File: src/rtl/core/cau_pkg.sv
// Shared constants, mode codes and divider stage payload for the complex arithmetic unit.
package cau_pkg;

	localparam int FRAC_BITS_DEF = 16;
	localparam int QW            = 32;
	localparam int DW            = 64;
	localparam int RW            = 96;

	localparam logic [2:0] MODE_ADD  = 3'd0;
	localparam logic [2:0] MODE_SUB  = 3'd1;
	localparam logic [2:0] MODE_MUL  = 3'd2;
	localparam logic [2:0] MODE_DIV  = 3'd3;
	localparam logic [2:0] MODE_SMUL = 3'd4;
	localparam logic [2:0] MODE_SDIV = 3'd5;
	localparam logic [2:0] MODE_ROTI = 3'd6;

	typedef struct packed {
		logic [RW-1:0] rem_re;
		logic [RW-1:0] rem_im;
		logic [DW-1:0] den;
		logic [QW-1:0] quo_re;
		logic [QW-1:0] quo_im;
		logic          neg_re;
		logic          neg_im;
		logic          big_re;
		logic          big_im;
		logic          dz;
		logic          is_div;
		logic [31:0]   dres_re;
		logic [31:0]   dres_im;
		logic          dovf;
	} div_t;

endpackage

File: src/rtl/core/cau_div_stage.sv
// One restoring step of the pipelined divider: resolves quotient bit BIT for both parts.
module cau_div_stage #(
	parameter int BIT = 0
) (
	input  logic          clk,
	input  logic          arst_n,
	input  logic          vld_i,
	input  cau_pkg::div_t div_i,
	output logic          vld_o,
	output cau_pkg::div_t div_o
);

	localparam int RW = cau_pkg::RW;

	logic [RW-1:0] dsh;
	logic [RW:0]   sub_re;
	logic [RW:0]   sub_im;
	cau_pkg::div_t nxt;

	always_comb begin
		nxt    = div_i;
		dsh    = RW'(div_i.den) << BIT;
		sub_re = {1'b0, div_i.rem_re} - {1'b0, dsh};
		sub_im = {1'b0, div_i.rem_im} - {1'b0, dsh};
		if (!sub_re[RW]) begin
			nxt.rem_re      = sub_re[RW-1:0];
			nxt.quo_re[BIT] = 1'b1;
		end
		if (!sub_im[RW]) begin
			nxt.rem_im      = sub_im[RW-1:0];
			nxt.quo_im[BIT] = 1'b1;
		end
	end

	always_ff @(posedge clk or negedge arst_n) begin
		if (!arst_n) begin
			vld_o <= 1'b0;
		end else begin
			vld_o <= vld_i;
		end
	end

	always_ff @(posedge clk) begin
		div_o <= nxt;
	end

endmodule

File: config.mk
export PLATFORM = sky130hd
export DESIGN_NAME = cau_div_stage
export DESIGN_NICKNAME = d
export VERILOG_FILES = /design/src/rtl/core/cau_pkg.sv /design/src/rtl/core/cau_div_stage.sv
export SDC_FILE = /design/constraint.sdc
export NUM_CORES = 1
export LEC_CHECK = 0
export BUFFER_PORTS_ARGS = -buffer_cell sky130_fd_sc_hd__buf_2
export CAP_MARGIN = 20
export CORE_AREA = 5 5 302 304
export DETAILED_ROUTE_END_ITERATION = 8
export DIE_AREA = 0 0 307 309
export MAX_ROUTING_LAYER = met4
export PLACE_DENSITY = 0.46
export SYNTH_ARGS = -nofsm -noshare
export SYNTH_HDL_FRONTEND = slang
export SYNTH_SLANG_ARGS = --single-unit
File: constraint.sdc
create_clock -name clk -period 0.8 [get_ports clk]
set_input_delay 0.16 -clock clk [delete_from_list [all_inputs] [get_ports clk]]
set_output_delay 0.16 -clock clk [all_outputs]
set_load 0.005 [all_outputs]
==> qor.csv <==
stage,metric,value,unit
synth,Synth Net Count,2726,
cts,"Reg clk slew, reported paths",60,ps
worst_setup_path,CP Cell Sequence,buf_6 > or4_4 > or4_4 > or4_4 > nor4_4 > nand2_1 > a31oi_4 > buf_12 > buf_6 > nor4_4 > buf_4 > and3b_1 > nand4_1 > xnor2_1,
detailed_routing,First-pass DRT Iterations,5,
detailed_routing,Starting DRT DRC Count,1154,
cts,CTS tree,done,
cts,CTS Sinks,392,
sta,Fin. Hold Viols,6,
floorplanning,die height,309,microns
power,worst vdd rail ir drop,0.001657,V
power,Total Power,72.14,mW
status,failing checks,"hold timing, setup timing",
global_routing,vias in the first global route,25850,
worst_setup_path,max incr delay on CP,530,ps
layout,Total Nets Final,4833,
sta,final worst setup slack,-1914,ps
layout,Final Util,49.42,%
synth,post-synthesis adder-cell area fraction,8.687,%
sta,minimum clock period,2714,ps
placed_design,Area after DPL,30780,sq um
placed_design,Post-DP HPWL,92930,microns
power,Sequential Power Share,32.0,%
detailed_routing,routed vias,24990,
floorplanning,Rows,109,
synth,yosys synthesis warning count,0,
synth,"Top FF cell, synth",dfxtp_1,
layout,"most common cell after layout, fill and taps aside",buf_4,
sta,Worst slew margin,60.35,%
floorplanning,Ports,786,
sta,setup TNS,-491950,ps
worst_setup_path,Crit Path Category,primary input to register,
cts,root buf cell,clkbuf_16,
worst_setup_path,crit path max fanout,4,
synth,"EDFF count, synth",0,
synth,"area leader, netlist",dfxtp_1,
floorplanning,Initial Utilization,21.48,%
power,power share of the combinational group,34.5,%
sta,worst slew pin tran,589.4,ps
synth,Post-Syn Area per Cell,8.582,sq um
worst_setup_path,Top delay family on crit path,simple AND/OR/NAND/NOR gates,
sta,Setup Viol. Count Final,586,
detailed_routing,routed vias/inst,4.514,
global_routing,first-pass GRT wire length,172200,microns
worst_setup_path,Worst setup EP type,register,
worst_hold_path,Hold Path Class,primary input to register,
synth,mux share of post-synthesis cell area,0.1788,%
layout,layout cell share with drive strength beyond 1,60.52,%
synth,"FFs w/ async S/R, synth",0.2551,%
synth,post-synthesis cell count,2202,
detailed_routing,drc violations,0,
synth,Compound-Gate Fraction of Synth Area,19.63,%
layout,"commonest non-fill, non-tap cells in the layout","821 x buf_4, 580 x buf_2, 390 x dlygate4sd3_1, 272 x buf_6, 210 x dfxtp_2",
placed_design,final RePlAce weighted congestion,0.9220,
worst_setup_path,Worst Path Buf+Inv,4,
worst_setup_path,Critical Path RT,1330,ps
sta,Fmax achieved,368.5,MHz
detailed_routing,DR WL/cell,22.23,microns
detailed_routing,post-route ant nets,0,
global_routing,All-Layer GR Usage,24.99,%
power,pwr/cell area,1659,nW/um^2
worst_setup_path,CP dominant cell by count,or4_4,
detailed_routing,final wirelength,123000,microns
global_routing,initial antenna violation count,34,
worst_setup_path,Critical Path AT,3250,ps
sta,fin crit share,339.3,%
floorplanning,Die X-Extent,307,microns
floorplanning,Die Area,94860,sq um
sta,Pins Over Slew Limit,0,
synth,Unique masters post-synth,72,
sta,hold_ws,-328.9,ps
synth,Simple-Gate Fraction of Synth Area,17.51,%
job,max_cap viols,0,
synth,xor and xnor fraction of the mapped netlist area,8.435,%
power,Clk network pwr share,33.5,%
floorplanning,Core Region,87970,sq um
global_routing,pin count of the biggest net entering global routing,14,
synth,largest family of logic cells by synthesized area,compound AO/OA/AOI/OAI gates,
synth,post-synth top area share,41.42,%
synth,Netlist Area Pre-Place,18900,sq um
cts,H-tree depth,2,
power,Sw Pwr,22.30,mW
power,switching share of power,30.92,%
status,outcome,"complete, but fails checks",
synth,"top cells by area, synth","dfxtp_1 41%, ha_1 8.5%, nand2_1 5.9%",
layout,Area Growth Syn to Fin,130.1,%
cts,clock buffer depth,3,
cts,clock buffer count from CTS,49,
power,P_int,49.84,mW
worst_setup_path,CP startpoint kind,primary input,
layout,Layout fillers,8119,
sta,RSZ-0062 raised after global routing,yes,
placed_design,Port Buffer Count,785,
power,Pleak,20.01,nW
synth,post-synthesis register bit count,392,
global_routing,grt ovf,0,
layout,post-route cell area,43480,sq um
synth,sequential fraction of the synthesis area,41.55,%
worst_setup_path,"Slowest-stage cell, CP",or4_4,
-- kinds of logic after synthesis --
| kind of cell | count (synthesis) |
|---|---|
| muxes | 3 |
| adders and majority gates | 130 |
| DFF | 392 |
| AOI/OAI and AO/OA | 616 |
| and+or+nand+nor | 697 |
| buffers and inverters | 182 |
| xor gates and xnor gates | 182 |
-- through the flow --
stage                     instances  setup WS (ps)
after floorplan                2202          -2253
after global placement         4885          -2867
after detailed placement       4885          -2931
after CTS                      5480          -1833
after global routing           5533          -1945
final                          5535          -1914
-- worst paths after layout --
check	slack, ps	from	cells after the start	end
setup / recovery	-1910	div_i[377]	14	div_o[382]$_DFF_P_
hold / removal	-330	div_i[136]	1	div_o[136]$_DFF_P_
max in group asynchronous	200	arst_n	3	vld_o$_DFF_PN0_
min in group asynchronous	500	arst_n	3	vld_o$_DFF_PN0_
-- layout make-up --
| type | count | area, sq um | area share (%) |
|---|---|---|---|
| diodes | 23 | 57.56 | 0.1324 |
| clock buffers | 63 | 1350 | 3.105 |
| clock inverters | 26 | 364.1 | 0.8375 |
| inverters | 96 | 415.4 | 0.9554 |
| multi-input cells | 1628 | 14090 | 32.41 |
| flip-flops and latches | 392 | 8123 | 18.68 |
| well taps | 1165 | 1458 | 3.353 |
| repair buffers | 2142 | 17620 | 40.53 |
-- flip-flops by register name, indices dropped and copies added (netlist names) --
register,flops
div_o,391
vld_o,1
-- synth_stat cells, types with 20 or more instances --
cell type    n
dfxtp_1    391
nand2_1    295
o21ai_0    213
a21oi_1    173
ha_1       128
nor2_1     125
xnor2_1    106
inv_1       96
xor2_1      76
clkbuf_1    66
nand4_1     61
a21o_1      50
nand3_1     35
nor3_1      34
nor4_1      25
or3_1       25
o21bai_1    24
nand2b_1    20
-- power groups by stage --
stage | Sequential [mW] | Clock [mW] | Combinational, mW
after floorplan | 23.1 | 0 | 6.69
after global placement | 22.8 | 0 | 18.7
after detailed placement | 22.9 | 0 | 18.6
after CTS | 22.8 | 24.7 | 22.9
after global routing | 23.2 | 25.5 | 26.6
final | 23.1 | 24.2 | 24.9
-- timing repair --
item                                    CTS  global route
cloned                                   25             1
hold endpoints to repair                393            10
pin swaps                               192           164
buffers inserted                        107            62
endpoints found under the setup margin  586           586
resized for setup                       895           540
hold buffers                            387             4
-- metal layers --
metal	vias up	wire length [microns]	global-route usage, %
li1	12040	-	-
met1	11900	50050	29.37
met2	842	61230	43.56
met3	201	7262	4.745
met4	0	4507	7.494
met5	-	0	-
Note: power is estimated with default switching activity, not from simulation.
